File: src/hdl/pds_pkg.sv
// Shared types and constants for the PLL divider search block.
// No dependencies; imported by every module of the block.
package pds_pkg;

    localparam int REF_W      = 20;
    localparam int PIX_W      = 20;
    localparam int N_W        = 8;
    localparam int OD_W       = 3;
    localparam int M_W        = 8;
    localparam int WORD_W     = 32;
    localparam int FRAC_OUT_W = 18;

    localparam int FRAC_BITS_DEF = 18;

    // pix * N << OD at its widest.
    localparam int PROD_W = PIX_W + N_W + (2 ** OD_W) - 1;

    localparam logic [N_W-1:0]  N_START  = N_W'(4);
    localparam logic [N_W-1:0]  N_MIN    = N_W'(1);
    localparam logic [N_W-1:0]  N_MAX    = N_W'(255);
    localparam logic [OD_W-1:0] OD_START = OD_W'(2);
    localparam logic [OD_W-1:0] OD_MIN   = OD_W'(0);
    localparam logic [OD_W-1:0] OD_MAX   = OD_W'(7);
    localparam logic [M_W-1:0]  M_MAX    = M_W'(255);

    localparam int VCO_IN_LOW   = 5000;
    localparam int VCO_IN_HIGH  = 50000;
    localparam int VCO_OUT_LOW  = 200000;
    localparam int VCO_OUT_HIGH = 700000;

    localparam int WORD_FRAC_POS = 14;
    localparam int WORD_OD_POS   = 12;
    localparam int WORD_N_POS    = 8;

    typedef enum logic [2:0] {
        ST_IDLE,
        ST_N_LOW,
        ST_N_HIGH,
        ST_OD_LOW,
        ST_OD_HIGH,
        ST_MUL,
        ST_DIV,
        ST_FINISH
    } pds_state_t;

    typedef struct packed {
        logic load;
        logic n_low;
        logic n_high;
        logic od_low;
        logic od_high;
        logic mul;
        logic div_step;
        logic finish;
    } pds_cmd_t;

    typedef struct packed {
        logic zero_in;
        logic n_lo_fire;
        logic n_at_min;
        logic n_hi_fire;
        logic n_at_max;
        logic od_lo_fire;
        logic od_at_max;
        logic od_hi_fire;
        logic od_at_min;
        logic moved;
        logic div_last;
        logic out_busy;
    } pds_status_t;

endpackage

File: src/hdl/pds_ctrl.sv
// Sequencer for the PLL divider search: divider searches, multiply, division.
// Depends on pds_pkg for the state, command and status types.
module pds_ctrl
    import pds_pkg::*;
(
    input  logic        clk,
    input  logic        rst_n,
    input  logic        req_valid,
    output logic        req_ready,
    input  pds_status_t status,
    output pds_cmd_t    cmd
);

    pds_state_t state_reg;
    pds_state_t state_next;

    always_ff @(posedge clk or negedge rst_n)
    begin
        if (!rst_n)
        begin
            state_reg <= ST_IDLE;
        end
        else
        begin
            state_reg <= state_next;
        end
    end

    always_comb
    begin
        state_next = state_reg;
        case (state_reg)
            ST_IDLE:
            begin
                if (req_valid)
                begin
                    state_next = ST_N_LOW;
                end
            end
            ST_N_LOW:
            begin
                if (status.zero_in)
                begin
                    state_next = ST_FINISH;
                end
                else if (status.n_lo_fire && status.n_at_min)
                begin
                    state_next = ST_OD_LOW;
                end
                else
                begin
                    state_next = ST_N_HIGH;
                end
            end
            ST_N_HIGH:
            begin
                if (status.n_hi_fire && status.n_at_max)
                begin
                    state_next = ST_OD_LOW;
                end
                else if (status.n_hi_fire || status.moved)
                begin
                    state_next = ST_N_LOW;
                end
                else
                begin
                    state_next = ST_OD_LOW;
                end
            end
            ST_OD_LOW:
            begin
                if (status.od_lo_fire && status.od_at_max)
                begin
                    state_next = ST_MUL;
                end
                else
                begin
                    state_next = ST_OD_HIGH;
                end
            end
            ST_OD_HIGH:
            begin
                if (status.od_hi_fire && status.od_at_min)
                begin
                    state_next = ST_MUL;
                end
                else if (status.od_hi_fire || status.moved)
                begin
                    state_next = ST_OD_LOW;
                end
                else
                begin
                    state_next = ST_MUL;
                end
            end
            ST_MUL:
            begin
                state_next = ST_DIV;
            end
            ST_DIV:
            begin
                if (status.div_last)
                begin
                    state_next = ST_FINISH;
                end
            end
            ST_FINISH:
            begin
                if (!status.out_busy)
                begin
                    state_next = ST_IDLE;
                end
            end
            default:
            begin
                state_next = ST_IDLE;
            end
        endcase
    end

    always_comb
    begin
        cmd       = '0;
        req_ready = 1'b0;
        case (state_reg)
            ST_IDLE:
            begin
                req_ready = 1'b1;
                cmd.load  = req_valid;
            end
            ST_N_LOW:   cmd.n_low    = !status.zero_in;
            ST_N_HIGH:  cmd.n_high   = 1'b1;
            ST_OD_LOW:  cmd.od_low   = 1'b1;
            ST_OD_HIGH: cmd.od_high  = 1'b1;
            ST_MUL:     cmd.mul      = 1'b1;
            ST_DIV:     cmd.div_step = 1'b1;
            ST_FINISH:  cmd.finish   = !status.out_busy;
            default:    cmd          = '0;
        endcase
    end

endmodule

File: src/hdl/pds_datapath.sv
// Datapath of the PLL divider search: divider registers, range compares,
// product, restoring divider and the result register. Depends on pds_pkg.
module pds_datapath
    import pds_pkg::*;
#(
    parameter int FRAC_BITS = FRAC_BITS_DEF
)
(
    input  logic                  clk,
    input  logic                  rst_n,
    input  pds_cmd_t              cmd,
    output pds_status_t           status,
    input  logic [REF_W-1:0]      ref_clock_khz,
    input  logic [PIX_W-1:0]      pixel_clock_khz,
    output logic                  rsp_valid,
    input  logic                  rsp_ready,
    output logic [WORD_W-1:0]     pll_word,
    output logic [M_W-1:0]        mult_int,
    output logic [N_W-1:0]        prediv,
    output logic [OD_W-1:0]       postdiv_log,
    output logic [FRAC_OUT_W-1:0] mult_frac,
    output logic                  saturated,
    output logic                  bad_input
);

    localparam int DIVD_W    = PROD_W + FRAC_BITS;
    localparam int Q_W       = FRAC_BITS + M_W;
    localparam int DIV_STEPS = DIVD_W;
    localparam int CNT_W     = $clog2(DIV_STEPS);
    localparam int LIM_IN_W  = N_W + 16;
    localparam int SH_W      = PIX_W + (2 ** OD_W) - 1;

    logic [REF_W-1:0]  ref_reg;
    logic [PIX_W-1:0]  pix_reg;
    logic [N_W-1:0]    n_reg;
    logic [OD_W-1:0]   od_reg;
    logic              sat_reg;
    logic              moved_reg;
    logic              zero_reg;
    logic [DIVD_W-1:0] divd_reg;
    logic [REF_W-1:0]  rem_reg;
    logic [Q_W-1:0]    q_reg;
    logic              ovf_reg;
    logic [CNT_W-1:0]  cnt_reg;

    logic                  rsp_valid_reg;
    logic                  rsp_valid_next;
    logic [WORD_W-1:0]     word_reg;
    logic [M_W-1:0]        m_reg;
    logic [N_W-1:0]        n_out_reg;
    logic [OD_W-1:0]       od_out_reg;
    logic [FRAC_OUT_W-1:0] frac_reg;
    logic                  sat_out_reg;
    logic                  bad_reg;

    logic [LIM_IN_W-1:0]    lim_lo;
    logic [LIM_IN_W-1:0]    lim_hi;
    logic [SH_W-1:0]        pix_sh;
    logic                   n_lo_fire;
    logic                   n_hi_fire;
    logic                   od_lo_fire;
    logic                   od_hi_fire;
    logic [PIX_W+N_W-1:0]   pix_n;
    logic [PROD_W-1:0]      prod;
    logic [REF_W:0]         rem_shift;
    logic                   rem_ge;
    logic [REF_W:0]         rem_diff;
    logic [M_W-1:0]         m_val;
    logic                   m_ovf;
    logic [FRAC_BITS-1:0]   frac_full;
    logic [FRAC_OUT_W-1:0]  frac18;
    logic [WORD_W-1:0]      word_val;

    // ref/N < low is ref < N*low; ref/N > high is ref >= N*(high+1).
    assign lim_lo    = LIM_IN_W'(n_reg) * LIM_IN_W'(VCO_IN_LOW);
    assign lim_hi    = LIM_IN_W'(n_reg) * LIM_IN_W'(VCO_IN_HIGH + 1);
    assign n_lo_fire = LIM_IN_W'(ref_reg) < lim_lo;
    assign n_hi_fire = LIM_IN_W'(ref_reg) >= lim_hi;

    assign pix_sh     = SH_W'(pix_reg) << od_reg;
    assign od_lo_fire = pix_sh < SH_W'(VCO_OUT_LOW);
    assign od_hi_fire = pix_sh > SH_W'(VCO_OUT_HIGH);

    assign pix_n = (PIX_W+N_W)'(pix_reg) * (PIX_W+N_W)'(n_reg);
    assign prod  = PROD_W'(pix_n) << od_reg;

    assign rem_shift = {rem_reg, divd_reg[DIVD_W-1]};
    assign rem_ge    = rem_shift >= {1'b0, ref_reg};
    assign rem_diff  = rem_shift - {1'b0, ref_reg};

    assign m_ovf     = ovf_reg || (q_reg[Q_W-1:FRAC_BITS] > M_MAX);
    assign m_val     = m_ovf ? M_MAX : q_reg[Q_W-1:FRAC_BITS];
    assign frac_full = q_reg[FRAC_BITS-1:0];
    assign frac18    = FRAC_OUT_W'(frac_full);
    // The fields overlap in the packed word, so they are added, not merged.
    assign word_val  = (WORD_W'(frac18) << WORD_FRAC_POS)
                     + (WORD_W'(od_reg) << WORD_OD_POS)
                     + (WORD_W'(n_reg) << WORD_N_POS)
                     + WORD_W'(m_val);

    always_comb
    begin
        status            = '0;
        status.zero_in    = zero_reg;
        status.n_lo_fire  = n_lo_fire;
        status.n_at_min   = n_reg <= N_MIN;
        status.n_hi_fire  = n_hi_fire;
        status.n_at_max   = n_reg >= N_MAX;
        status.od_lo_fire = od_lo_fire;
        status.od_at_max  = od_reg >= OD_MAX;
        status.od_hi_fire = od_hi_fire;
        status.od_at_min  = od_reg == OD_MIN;
        status.moved      = moved_reg;
        status.div_last   = cnt_reg == CNT_W'(DIV_STEPS - 1);
        status.out_busy   = rsp_valid_reg && !rsp_ready;
    end

    always_ff @(posedge clk)
    begin
        if (cmd.load)
        begin
            ref_reg   <= ref_clock_khz;
            pix_reg   <= pixel_clock_khz;
            n_reg     <= N_START;
            od_reg    <= OD_START;
            sat_reg   <= 1'b0;
            moved_reg <= 1'b0;
            zero_reg  <= (ref_clock_khz == '0) || (pixel_clock_khz == '0);
        end
        if (cmd.n_low)
        begin
            moved_reg <= n_lo_fire && (n_reg > N_MIN);
            if (n_lo_fire)
            begin
                if (n_reg <= N_MIN)
                begin
                    sat_reg <= 1'b1;
                end
                else
                begin
                    n_reg <= n_reg - N_W'(1);
                end
            end
        end
        if (cmd.n_high && n_hi_fire)
        begin
            if (n_reg >= N_MAX)
            begin
                sat_reg <= 1'b1;
            end
            else
            begin
                n_reg <= n_reg + N_W'(1);
            end
        end
        if (cmd.od_low)
        begin
            moved_reg <= od_lo_fire && (od_reg < OD_MAX);
            if (od_lo_fire)
            begin
                if (od_reg >= OD_MAX)
                begin
                    sat_reg <= 1'b1;
                end
                else
                begin
                    od_reg <= od_reg + OD_W'(1);
                end
            end
        end
        if (cmd.od_high && od_hi_fire)
        begin
            if (od_reg == OD_MIN)
            begin
                sat_reg <= 1'b1;
            end
            else
            begin
                od_reg <= od_reg - OD_W'(1);
            end
        end
        if (cmd.mul)
        begin
            divd_reg <= {prod, {FRAC_BITS{1'b0}}};
            rem_reg  <= '0;
            q_reg    <= '0;
            ovf_reg  <= 1'b0;
            cnt_reg  <= '0;
        end
        if (cmd.div_step)
        begin
            divd_reg <= divd_reg << 1;
            rem_reg  <= rem_ge ? REF_W'(rem_diff) : REF_W'(rem_shift);
            q_reg    <= {q_reg[Q_W-2:0], rem_ge};
            ovf_reg  <= ovf_reg | q_reg[Q_W-1];
            cnt_reg  <= cnt_reg + CNT_W'(1);
        end
        if (cmd.finish)
        begin
            if (zero_reg)
            begin
                word_reg    <= '0;
                m_reg       <= '0;
                n_out_reg   <= '0;
                od_out_reg  <= '0;
                frac_reg    <= '0;
                sat_out_reg <= 1'b0;
                bad_reg     <= 1'b1;
            end
            else
            begin
                word_reg    <= word_val;
                m_reg       <= m_val;
                n_out_reg   <= n_reg;
                od_out_reg  <= od_reg;
                frac_reg    <= frac18;
                sat_out_reg <= sat_reg | m_ovf;
                bad_reg     <= 1'b0;
            end
        end
    end

    always_comb
    begin
        rsp_valid_next = rsp_valid_reg;
        if (cmd.finish)
        begin
            rsp_valid_next = 1'b1;
        end
        else if (rsp_ready)
        begin
            rsp_valid_next = 1'b0;
        end
    end

    always_ff @(posedge clk or negedge rst_n)
    begin
        if (!rst_n)
        begin
            rsp_valid_reg <= 1'b0;
        end
        else
        begin
            rsp_valid_reg <= rsp_valid_next;
        end
    end

    assign rsp_valid   = rsp_valid_reg;
    assign pll_word    = word_reg;
    assign mult_int    = m_reg;
    assign prediv      = n_out_reg;
    assign postdiv_log = od_out_reg;
    assign mult_frac   = frac_reg;
    assign saturated   = sat_out_reg;
    assign bad_input   = bad_reg;

endmodule

File: src/hdl/pll_divider_search_top.sv
// The search steps the pre-divider, low and high compares in turn, then the post-divider
// the same way, either search stopping early at a bound; then a multiply step, the
// restoring division and the load of the result register. A zero clock input goes
// straight from the first compare to the result register.
// Each item runs to completion before the next is taken; the next item is taken while a
// result waits, and its own result waits until that one is read. rst_n clears the
// sequencer and the result valid flag; no other register is reset.
module pll_divider_search_top
    import pds_pkg::*;
#(
    parameter int FRAC_BITS = FRAC_BITS_DEF
)
(
    input  logic                  clk,
    input  logic                  rst_n,
    input  logic                  req_valid,
    output logic                  req_ready,
    input  logic [REF_W-1:0]      ref_clock_khz,
    input  logic [PIX_W-1:0]      pixel_clock_khz,
    output logic                  rsp_valid,
    input  logic                  rsp_ready,
    output logic [WORD_W-1:0]     pll_word,
    output logic [M_W-1:0]        mult_int,
    output logic [N_W-1:0]        prediv,
    output logic [OD_W-1:0]       postdiv_log,
    output logic [FRAC_OUT_W-1:0] mult_frac,
    output logic                  saturated,
    output logic                  bad_input
);

    pds_cmd_t    cmd;
    pds_status_t status;

    pds_ctrl u_ctrl (
        .clk       (clk),
        .rst_n     (rst_n),
        .req_valid (req_valid),
        .req_ready (req_ready),
        .status    (status),
        .cmd       (cmd)
    );

    pds_datapath #(
        .FRAC_BITS (FRAC_BITS)
    ) u_datapath (
        .clk             (clk),
        .rst_n           (rst_n),
        .cmd             (cmd),
        .status          (status),
        .ref_clock_khz   (ref_clock_khz),
        .pixel_clock_khz (pixel_clock_khz),
        .rsp_valid       (rsp_valid),
        .rsp_ready       (rsp_ready),
        .pll_word        (pll_word),
        .mult_int        (mult_int),
        .prediv          (prediv),
        .postdiv_log     (postdiv_log),
        .mult_frac       (mult_frac),
        .saturated       (saturated),
        .bad_input       (bad_input)
    );

endmodule

File: config.mk
export PLATFORM = sky130hd
export DESIGN_NAME = pll_divider_search_top
export DESIGN_NICKNAME = d
export VERILOG_FILES = /design/src/hdl/pds_pkg.sv /design/src/hdl/pds_ctrl.sv /design/src/hdl/pds_datapath.sv /design/src/hdl/pll_divider_search_top.sv
export SDC_FILE = /design/constraint.sdc
export NUM_CORES = 1
export LEC_CHECK = 0
export ABC_AREA = 1
export BUFFER_PORTS_ARGS = -buffer_cell sky130_fd_sc_hd__buf_2
export CAP_MARGIN = 10
export CORE_UTILIZATION = 25
export CTS_CLUSTER_DIAMETER = 120
export DETAILED_ROUTE_END_ITERATION = 10
export PLACE_DENSITY_LB_ADDON = 0.2
export SLEW_MARGIN = 10
export SYNTH_ARGS = -nofsm -noshare
export SYNTH_HDL_FRONTEND = slang
export SYNTH_SLANG_ARGS = --single-unit
File: constraint.sdc
create_clock -name clk -period 9 [get_ports clk]
set_clock_uncertainty 0.2 [all_clocks]
set_input_delay 1.8 -clock clk [delete_from_list [all_inputs] [get_ports clk]]
set_output_delay 1.8 -clock clk [all_outputs]
set_load 0.02 [all_outputs]
# Yosys cells after proc, flatten, opt, wreduce, memory -nomap -nowiden

Index checks and enable logic that the tools add are counted.
Widths: inputs -> output; s select.

Add/sub/neg operators: 9
$mul: 3
$lt $le $gt $ge: 11
Eq/ne operators: 11
Shift operators: 2
Mux-type cells: 61
Bitwise operators: 2
Reductions and logical operators: 24

Operator list:

| kind                  | count |
|---|---|
| $mux 53               | 2 |
| $mux 20               | 3 |
| $mux 8                | 7 |
| $mux 26               | 2 |
| $logic_not 20->1      | 2 |
| $mux 3                | 13 |
| $shl 28x3->35         | 1 |
| $add 32x15->32        | 1 |
| $add 32x16->32        | 1 |
| $add 32x8->32         | 1 |
| $mux 1                | 30 |
| $mul 20x8->28         | 1 |
| $gt 27x20->1 const B  | 1 |
| $lt 27x18->1 const B  | 1 |
| $shl 20x3->27         | 1 |
| $ge 20x24->1          | 1 |
| $mul 8x16->24 const B | 1 |
| $pmux 3 s8            | 1 |
| $ge 21x20->1          | 1 |
| $lt 20x21->1          | 1 |
| $sub 20x20->20        | 1 |
| $mul 8x10->18 const B | 1 |
| $eq 3x3->1 const B    | 4 |
| $mux 6                | 2 |
| 24 further kinds      | 43 |

Register bits after elaboration: 217
Input port bits: 44
Output and inout bits: 73
Word-level logic and storage cells: 145

# Depth between registers and ports, before layout

Gate-level depths: netlist of run 1.

Word-level depth: 13
Gate-level depth with buffers: 33
Gate-level depth less buffers: 32

# Cells and area by module

Synthesis of run 1 repeated with hierarchy kept, for this count alone.

Cells, all modules: 2662
Area, all modules: 21071.5 um^2

By module, submodules not included:

| module       | times used | cells an instance | area each (um^2) |
|---|---|---|---|
| pds_datapath | 1          | 2603              | 20744.9 |
| pds_ctrl     | 1          | 59                | 326.6 |

# Worst setup path after synthesis of run 1

Ideal clock, no wire load.

Path type: reg2reg
Start point: register u_ctrl.state_reg[1]
End point: register u_datapath.cnt_reg[0] (enable)
Setup time: 0.658 ns
Arrival time: 6.771 ns
Setup slack: 1.371 ns
Cell stages (with the launch flop): 4
Path buffers: 0
Clock period less this slack: 7.629 ns
Cells stage by stage: dfrtp_1 inv_1 nand2_1 o21ai_0

Longest elaborated chain between the ends: 3
Elaborated cells on any way between the ends: 5

Ends and longest elaborated chain:

| element                       | line                | RTL |
|---|---|---|
| from (decl)                   | pds_ctrl.sv:14      | `pds_state_t state_reg;` |
| from (signal assigned)        | pds_ctrl.sv:25      | `state_reg <= state_next;` |
| $eq 3x3->1                    | pds_ctrl.sv:125     | `case (state_reg)` |
| $mux 1                        | pds_ctrl.sv:125     |  |
| $reduce_bool 2->1 (no line) * | -                   |  |
| to (signal assigned)          | pds_datapath.sv:196 | `cnt_reg <= cnt_reg + CNT_W'(1);` |
| to (decl)                     | pds_datapath.sv:44  | `logic [CNT_W-1:0] cnt_reg;` |

Mark *: on every way between the ends. The rest lies on a longest branch, timed or not.
A chain may end at the register's enable or synchronous reset.

# Worst setup path in the final report of run 1

Start point: register u_datapath.n_reg[3]
End point: register u_datapath.n_reg[6]

Longest elaborated chain between the ends: 6
Elaborated cells on any way between the ends: 14

Ends and longest elaborated chain:

| element                                       | line                                    | RTL |
|---|---|---|
| from (decl)                                   | pds_datapath.sv:35                      | `logic [N_W-1:0] n_reg;` |
| from (signal assigned)                        | pds_datapath.sv:141                     | `n_reg <= n_reg - N_W'(1);` |
| from (signal assigned)                        | pds_datapath.sv:153                     | `n_reg <= n_reg + N_W'(1);` |
| $mul 8x10->18 (tied with other cells)         | pds_datapath.sv:75                      | `assign lim_lo = LIM_IN_W'(n_reg) * LIM_IN_W'(VCO_IN_LOW);` |
| $lt 20x21->1 / $mux 8 (equally long branches) | pds_datapath.sv:77, pds_datapath.sv:135 |  |
| $mux 8                                        | pds_datapath.sv:133                     | `if (n_lo_fire)` |
| $mux 8                                        | pds_datapath.sv:130                     | `if (cmd.n_low)` |
| $mux 8                                        | pds_datapath.sv:147                     | `if (n_reg >= N_MAX)` |
| $mux 8 *                                      | pds_datapath.sv:145                     | `if (cmd.n_high && n_hi_fire)` |

Marked as above.

==> results of run 1 <==
-- critical path, delay by kind of cell, from the launching register on --
kind                     cells  cell delay (ps)
XOR/XNOR                     1              150
AND/OR/NAND/NOR             13             1360
flip-flops                   1              310
AO/OA/AOI/OAI                5              770
buffers and inverters        5              790
adder cells (fa/ha/maj)      6             2440
-- cell usage in the layout (no fill, tap or decap), types with 4 or more instances in the layout --
master,n
o21ai_0,89
o21ai_2,4
edfxtp_1,189
buf_4,19
dfrtp_1,4
nor3_2,4
o211ai_1,11
ha_1,217
a31oi_1,8
clkbuf_1,5
a21o_1,9
nor3_1,24
nor4_1,15
clkinv_2,4
nor2_2,7
o21ai_1,16
clkinvlp_4,6
xnor2_1,29
or2_2,5
nand2_2,14
o21bai_1,11
fa_1,136
nand3b_1,10
a211oi_1,5
nor2_1,166
inv_1,386
nand3_1,241
o221ai_1,6
nand2_1,576
xor2_1,32
inv_2,5
clkbuf_16,27
nand4_1,20
a21oi_1,135
nand3_2,9
clkinv_1,6
dfxtp_1,10
buf_2,116
-- area by class of cell --
cell class	instances	area share
clock buffers	32	0.0302
clock inverters	18	0.00643
inverters	395	0.0648
multi-input cells	1831	0.547
flip-flops and latches	205	0.262
well taps	1060	0.0578
repair buffers	135	0.0315
-- routing by layer --
| metal | share of wire | vias up |
|---|---|---|
| met5 | 0 | - |
| met4 | 0.019 | 0 |
| met3 | 0.036 | 62 |
| met2 | 0.50 | 269 |
| met1 | 0.44 | 8161 |
| li1 | - | 8429 |
-- per-stage QoR --
stage | std cells | instance area, um2 | worst slack (ps)
finish | 3676 | 23000 | 2890
global route | 3676 | 23000 | 2460
detailed placement | 3626 | 22100 | 2920
floorplan | 2537 | 20600 | 1370
CTS | 3676 | 23000 | 2890
global placement | 3626 | 22100 | 3010
-- kinds of logic (layout without fill, tap and decap cells) --
| logic type | after synthesis | count (layout) | share of synthesized area |
|---|---|---|---|
| compound gates | 312 | 312 | 0.0849 |
| xor+xnor | 61 | 61 | 0.0260 |
| fa+ha+maj | 353 | 353 | 0.264 |
| buf+inv | 501 | 580 | 0.0985 |
| flops | 205 | 205 | 0.292 |
| mux | 1 | 1 | 0.000486 |
| simple gates | 1104 | 1104 | 0.234 |
-- worst max-delay path by stage --
| stage | startpoint | to | cells past startpoint | slack (ps) |
|---|---|---|---|---|
| 3_3_place_gp | u_datapath.n_reg[3]$_DFF_P_ | u_datapath.n_reg[6]$_DFF_P_ | 30 | 3010 |
| 4_1_cts | u_datapath.n_reg[3]$_DFF_P_ | u_datapath.n_reg[6]$_DFF_P_ | 30 | 2890 |
| 5_1_grt | u_datapath.n_reg[2]$_DFF_P_ | u_datapath.n_reg[6]$_DFF_P_ | 30 | 2460 |
| 2_1_floorplan | u_ctrl.state_reg[1]$_DFFE_PN0P_ | u_datapath.cnt_reg[0]$_SDFFCE_PN0P_ | 3 | 1370 |
| 6_report | u_datapath.n_reg[3]$_DFF_P_ | u_datapath.n_reg[6]$_DFF_P_ | 30 | 2890 |
| 3_5_place_dp | u_datapath.n_reg[3]$_DFF_P_ | u_datapath.n_reg[6]$_DFF_P_ | 30 | 2920 |
==> metrics.yaml, run 1 <==
run_status:
  status: "finished clean"
logic_synthesis:
  ys_seq_area_frac: 0.292
  synthTopCellsByCount: "nand2_1 (576), inv_1 (386), nand3_1 (241), ha_1 (217), edfxtp_1 (189)"
  syn_area_um2: 20600
  yosys-top-cells-area: "edfxtp_1 (28%), fa_1 (13%), ha_1 (13%)"
  synth_cell_types: 56
  ys.flop_type: "edfxtp_1"
  synth_edf_count: 189
  synth_nets: 2934
  avgSynthCellArea_um2: 8.11
  ys_ff_latch: 205
  async_flop_share: 0.0195
  yosys_warnings: 0
  yosysMostFrequentCell: "nand2_1"
  synth_top_cell_area_share: 0.276
  synth.largest_area_cell: "edfxtp_1"
  synth_cells: 2537
clocking:
  clk_pin_slew_worst_paths_ps: 60
  cts.sinks: 205
  h-tree-depth: 1
  post-cts-setup-buffers: 0
  clockBufferDepth: 3
  cts_tree: "yes"
  ctsHoldBuffers: 0
  cts_root_buffer: "clkbuf_16"
  cts_buffers: 27
  clk_latency_ps: 590
  cts.repair.resized: 0
timing:
  fin_tns_setup_ps: 0
  hold_viol: 0
  whs_ps: 315
  fin_crit_sh: 0.679
  slew_headroom: 0.235
  max_freq_ghz: 0.164
  rsz0062_at_grt: "false"
  timing.final.crit_period_ps: 6110
  finalSetupViolCount: 0
  tightest_slew_ps: 1140
  slew_viol_final: 0
routing:
  drc: 0
  ant_nets: 0
  wl_um: 59000
  vias: 16900
  wire_per_inst_um: 16.1
  drtPass1Iterations: 5
  avgViaCountPerCell: 4.60
  drt-initial-drc-count: 925
floorplanning:
  die_x_um: 289
  initial_core_util: 0.254
  dieArea_um2: 83500
  die_h_um: 289
  rows: 104
  boundaryPins: 117
  core-area_um2: 80900
global_routing:
  antenna_found_initial: 1
  grt_pass1_vias: 17800
  grt_pass1_wl_um: 96400
  use_met2: 0.267
  grt_overflow: 0
  grt_max_degree: 59
  met3_usage: 0.0188
  grt.total_usage: 0.145
  grt-busiest-layer: "met2"
  grtUsageMet1: 0.180
critical_path:
  crit_arrival_ps: 6390
  crit_required_ps: 9280
  r2r_setup_slack_ps: 2890
  crit_fanout: 30
  slowest_stage: "fa_1"
  cp-start-kind: "register"
  cp_slowest_stage_delay_ps: 520
  crit_type: "register to register"
  rr_endpoint: "u_datapath.n_reg[6]$_DFF_P_"
  r2r_cells: 30
  reg2reg_from: "u_datapath.n_reg[3]$_DFF_P_"
  worstSetupEndpointType: "register"
  critical_path.most_common_cell: "nand2_1"
min_path:
  min_to: "u_datapath.divd_reg[49]$_DFFE_PP_"
  hold_class: "register to register"
  worstHoldPathCells: 2
  min-delay-start: "u_datapath.divd_reg[48]$_DFFE_PP_"
layout:
  nNetsFinal: 2992
  seqCellArea_um2: 6020
  synthToLayoutAreaGrowth_pct: 11.6
  largest_register_ffs: 35
  antennaDiodeCount: 0
  nFillCells: 8740
  drive_gt1_frac: 0.0906
  multi_input_area_um2: 12600
  final_util: 0.284
placed_design:
  dp_hpwl_um: 46000
  gp_congestion: 0.821
  port-buffer-count: 116
run:
  drv_cap: 0
Power of run 1 is left out: the tool's default activity adds up to more than one toggle a clock period on the data nets, which glitch-free logic cannot reach.
==> run 2, diff against run 1 <==
--- a/config.mk
+++ b/config.mk
@@ -5,7 +5,7 @@
 export SDC_FILE = /design/constraint.sdc
 export NUM_CORES = 1
 export LEC_CHECK = 0
-export ABC_AREA = 1
+export ABC_AREA = 0
 export BUFFER_PORTS_ARGS = -buffer_cell sky130_fd_sc_hd__buf_2
 export CAP_MARGIN = 10
 export CORE_UTILIZATION = 25
==> constraint.sdc (replaced) <==
create_clock -name clk -period 5.3 [get_ports clk]
set_clock_uncertainty 0.2 [all_clocks]
set_input_delay 1.06 -clock clk [delete_from_list [all_inputs] [get_ports clk]]
set_output_delay 1.06 -clock clk [all_outputs]
set_load 0.02 [all_outputs]
==> metrics.yaml, run 2 <==
run_status:
  status: "finished, violations left"
  violations: "setup timing"
critical_path:
  reg2reg_from: "u_datapath.n_reg[5]$_DFF_P_"
  crit_required_ps: 5430
  worstSetupEndpointType: "register"
  cp_slowest_stage_delay_ps: 560
  crit_type: "register to register"
  rr_endpoint: "u_datapath.divd_reg[45]$_DFFE_PP_"
  critPathBufInv: 3
  r2r_setup_slack_ps: -360
  path_depth: 17
  cp-start-kind: "register"
  crit_arrival_ps: 5780
  slowest_stage: "fa_1"
  critical_path.most_common_cell: "fa_1"
  crit_chain: "buf_12, buf_4, nand2_1, fa_1, inv_1, fa_1, fa_1, fa_1, ha_4, a21o_1, o21bai_1, or4_4, nor3_4, nor3_1, mux4_2, a22o_1, a31o_2"
  crit_fanout: 11
  critPathTopFamily: "adder cells"
  r2r_cells: 17
timing:
  hold_viol: 0
  tightest_slew_ps: 1010
  whs_ps: 100
  worst_slack_ps: -358
  max_freq_ghz: 0.177
  finalSetupViolCount: 32
  slew_viol_final: 0
  rsz0062_at_grt: "true"
  fin_crit_sh: 1.07
  timing.final.crit_period_ps: 5660
  fin_tns_setup_ps: -6220
  slew_headroom: 0.326
global_routing:
  grt_pass1_vias: 17700
  grt_max_degree: 56
  grt_pass1_wl_um: 99600
  grt.total_usage: 0.150
  antenna_found_initial: 1
  grt_overflow: 0
placed_design:
  dp_hpwl_um: 48200
  gp_congestion: 0.811
  placed_cells: 3475
  port-buffer-count: 116
layout:
  finalNonFillerCells: 3573
  drive_gt1_frac: 0.292
  synthToLayoutAreaGrowth_pct: 30.7
  layout_common_cells: "buf_4 (257), nand2_1 (212), inv_1 (199)"
  nNetsFinal: 2880
  nFillCells: 8446
  layout_commonest_cell: "buf_4"
  antennaDiodeCount: 0
  largest_register_ffs: 35
  final_util: 0.330
logic_synthesis:
  synth_cells: 2168
  synth_nets: 2565
  synth_edf_count: 189
  synth_top_cell_area_share: 0.274
  yosys_warnings: 0
  synth.largest_area_cell: "edfxtp_1"
  synthTopCellsByCount: "ha_1 (217), nand2_1 (216), inv_1 (209), edfxtp_1 (189), nor2_1 (139)"
  ys.flop_type: "edfxtp_1"
  yosys-top-cells-area: "edfxtp_1 (27%), fa_1 (13%), ha_1 (13%)"
  avgSynthCellArea_um2: 9.55
  ys_ff_latch: 205
  ys_seq_area_frac: 0.291
  async_flop_share: 0.0195
  synth_cell_types: 85
  syn_area_um2: 20700
  yosysMostFrequentCell: "ha_1"
floorplanning:
  dieArea_um2: 83900
  die_h_um: 290
  die_x_um: 290
  rows: 105
  core-area_um2: 82000
  boundaryPins: 117
  initial_core_util: 0.252
routing:
  drtPass1Iterations: 5
  avgViaCountPerCell: 4.82
  drc: 0
  wl_um: 63400
  vias: 17200
  drt-initial-drc-count: 897
  wire_per_inst_um: 17.8
  ant_nets: 0
min_path:
  hold_class: "input pin to asynchronous set/reset pin"
clocking:
  cts_buffers: 26
  clockBufferDepth: 3
  h-tree-depth: 1
  cts_root_buffer: "clkbuf_16"
  clk_latency_ps: 570
  ctsHoldBuffers: 0
  clk_pin_slew_worst_paths_ps: 60
  cts_tree: "yes"
  cts.sinks: 205
run:
  drv_cap: 0
## run 2: cell count changes in the layout (fill, tap and decap cells not counted), sizes merged, moves of 20 or more
cell and delta:
a21o +20, a21oi -43, and2 +94, buf +271, inv -187, mux2 +23
mux2i +37, nand2 -376, nand3 -208, nor2 -37, nor2b +51
## run 2: how the worst max path moves through the flow
stage	startpoint	end	slack (ps)
floorplan	u_datapath.pix_reg[13]$_DFFE_PP_	u_datapath.divd_reg[45]$_DFFE_PP_	-140
global placement	u_datapath.n_reg[7]$_DFF_P_	u_datapath.n_reg[3]$_DFF_P_	-600
detailed placement	u_datapath.n_reg[3]$_DFF_P_	u_datapath.divd_reg[45]$_DFFE_PP_	-620
CTS	u_datapath.n_reg[7]$_DFF_P_	u_datapath.divd_reg[45]$_DFFE_PP_	-350
global route	u_datapath.n_reg[2]$_DFF_P_	u_datapath.sat_reg$_DFF_P_	-550
finish	u_datapath.n_reg[5]$_DFF_P_	u_datapath.divd_reg[45]$_DFFE_PP_	-360
## run 2: logic make-up after synthesis
kind of cell,share of synthesized area
and+or+nand+nor,0.168
buffers and inverters,0.0649
DFF,0.291
AOI/OAI and AO/OA,0.141
muxes,0.0421
adders and majority gates,0.263
xor gates and xnor gates,0.0305
## run 2: area by class of cell
type                            count  area [um2]  share of cell area
Multi-Input combinational cell   1634       14900               0.549
Sequential cell                   205        6050               0.224
Timing Repair Buffer              406        3010               0.111
Tap cell                         1070        1340              0.0495
Inverter                          210         801              0.0296
Clock buffer                       33         707              0.0261
Clock inverter                     15         274              0.0101
## run 2: metal layers
metal | vias up | wire [um] | track usage
met3 | 75 | 2230 | 0.0184
met5 | - | 0 | 0
met2 | 318 | 30400 | 0.259
met1 | 8572 | 29300 | 0.198
li1 | 8261 | - | -
met4 | 0 | 1560 | 0.0387
## run 2: what timing repair did
action | in CTS | in global routing
gates cloned | 3 | 2
pin swaps | 87 | 57
resized for setup | 179 | 106
endpoints found under the setup margin | 37 | 38
buffers inserted | 27 | 23
## run 2: through the flow
stage | setup WS [ps] | instance area, um2
floorplan | -139 | 21000
global placement | -603 | 24200
detailed placement | -618 | 24200
CTS | -348 | 26300
global route | -545 | 27000
finish | -358 | 27000
Power of run 2 is left out for the same reason.
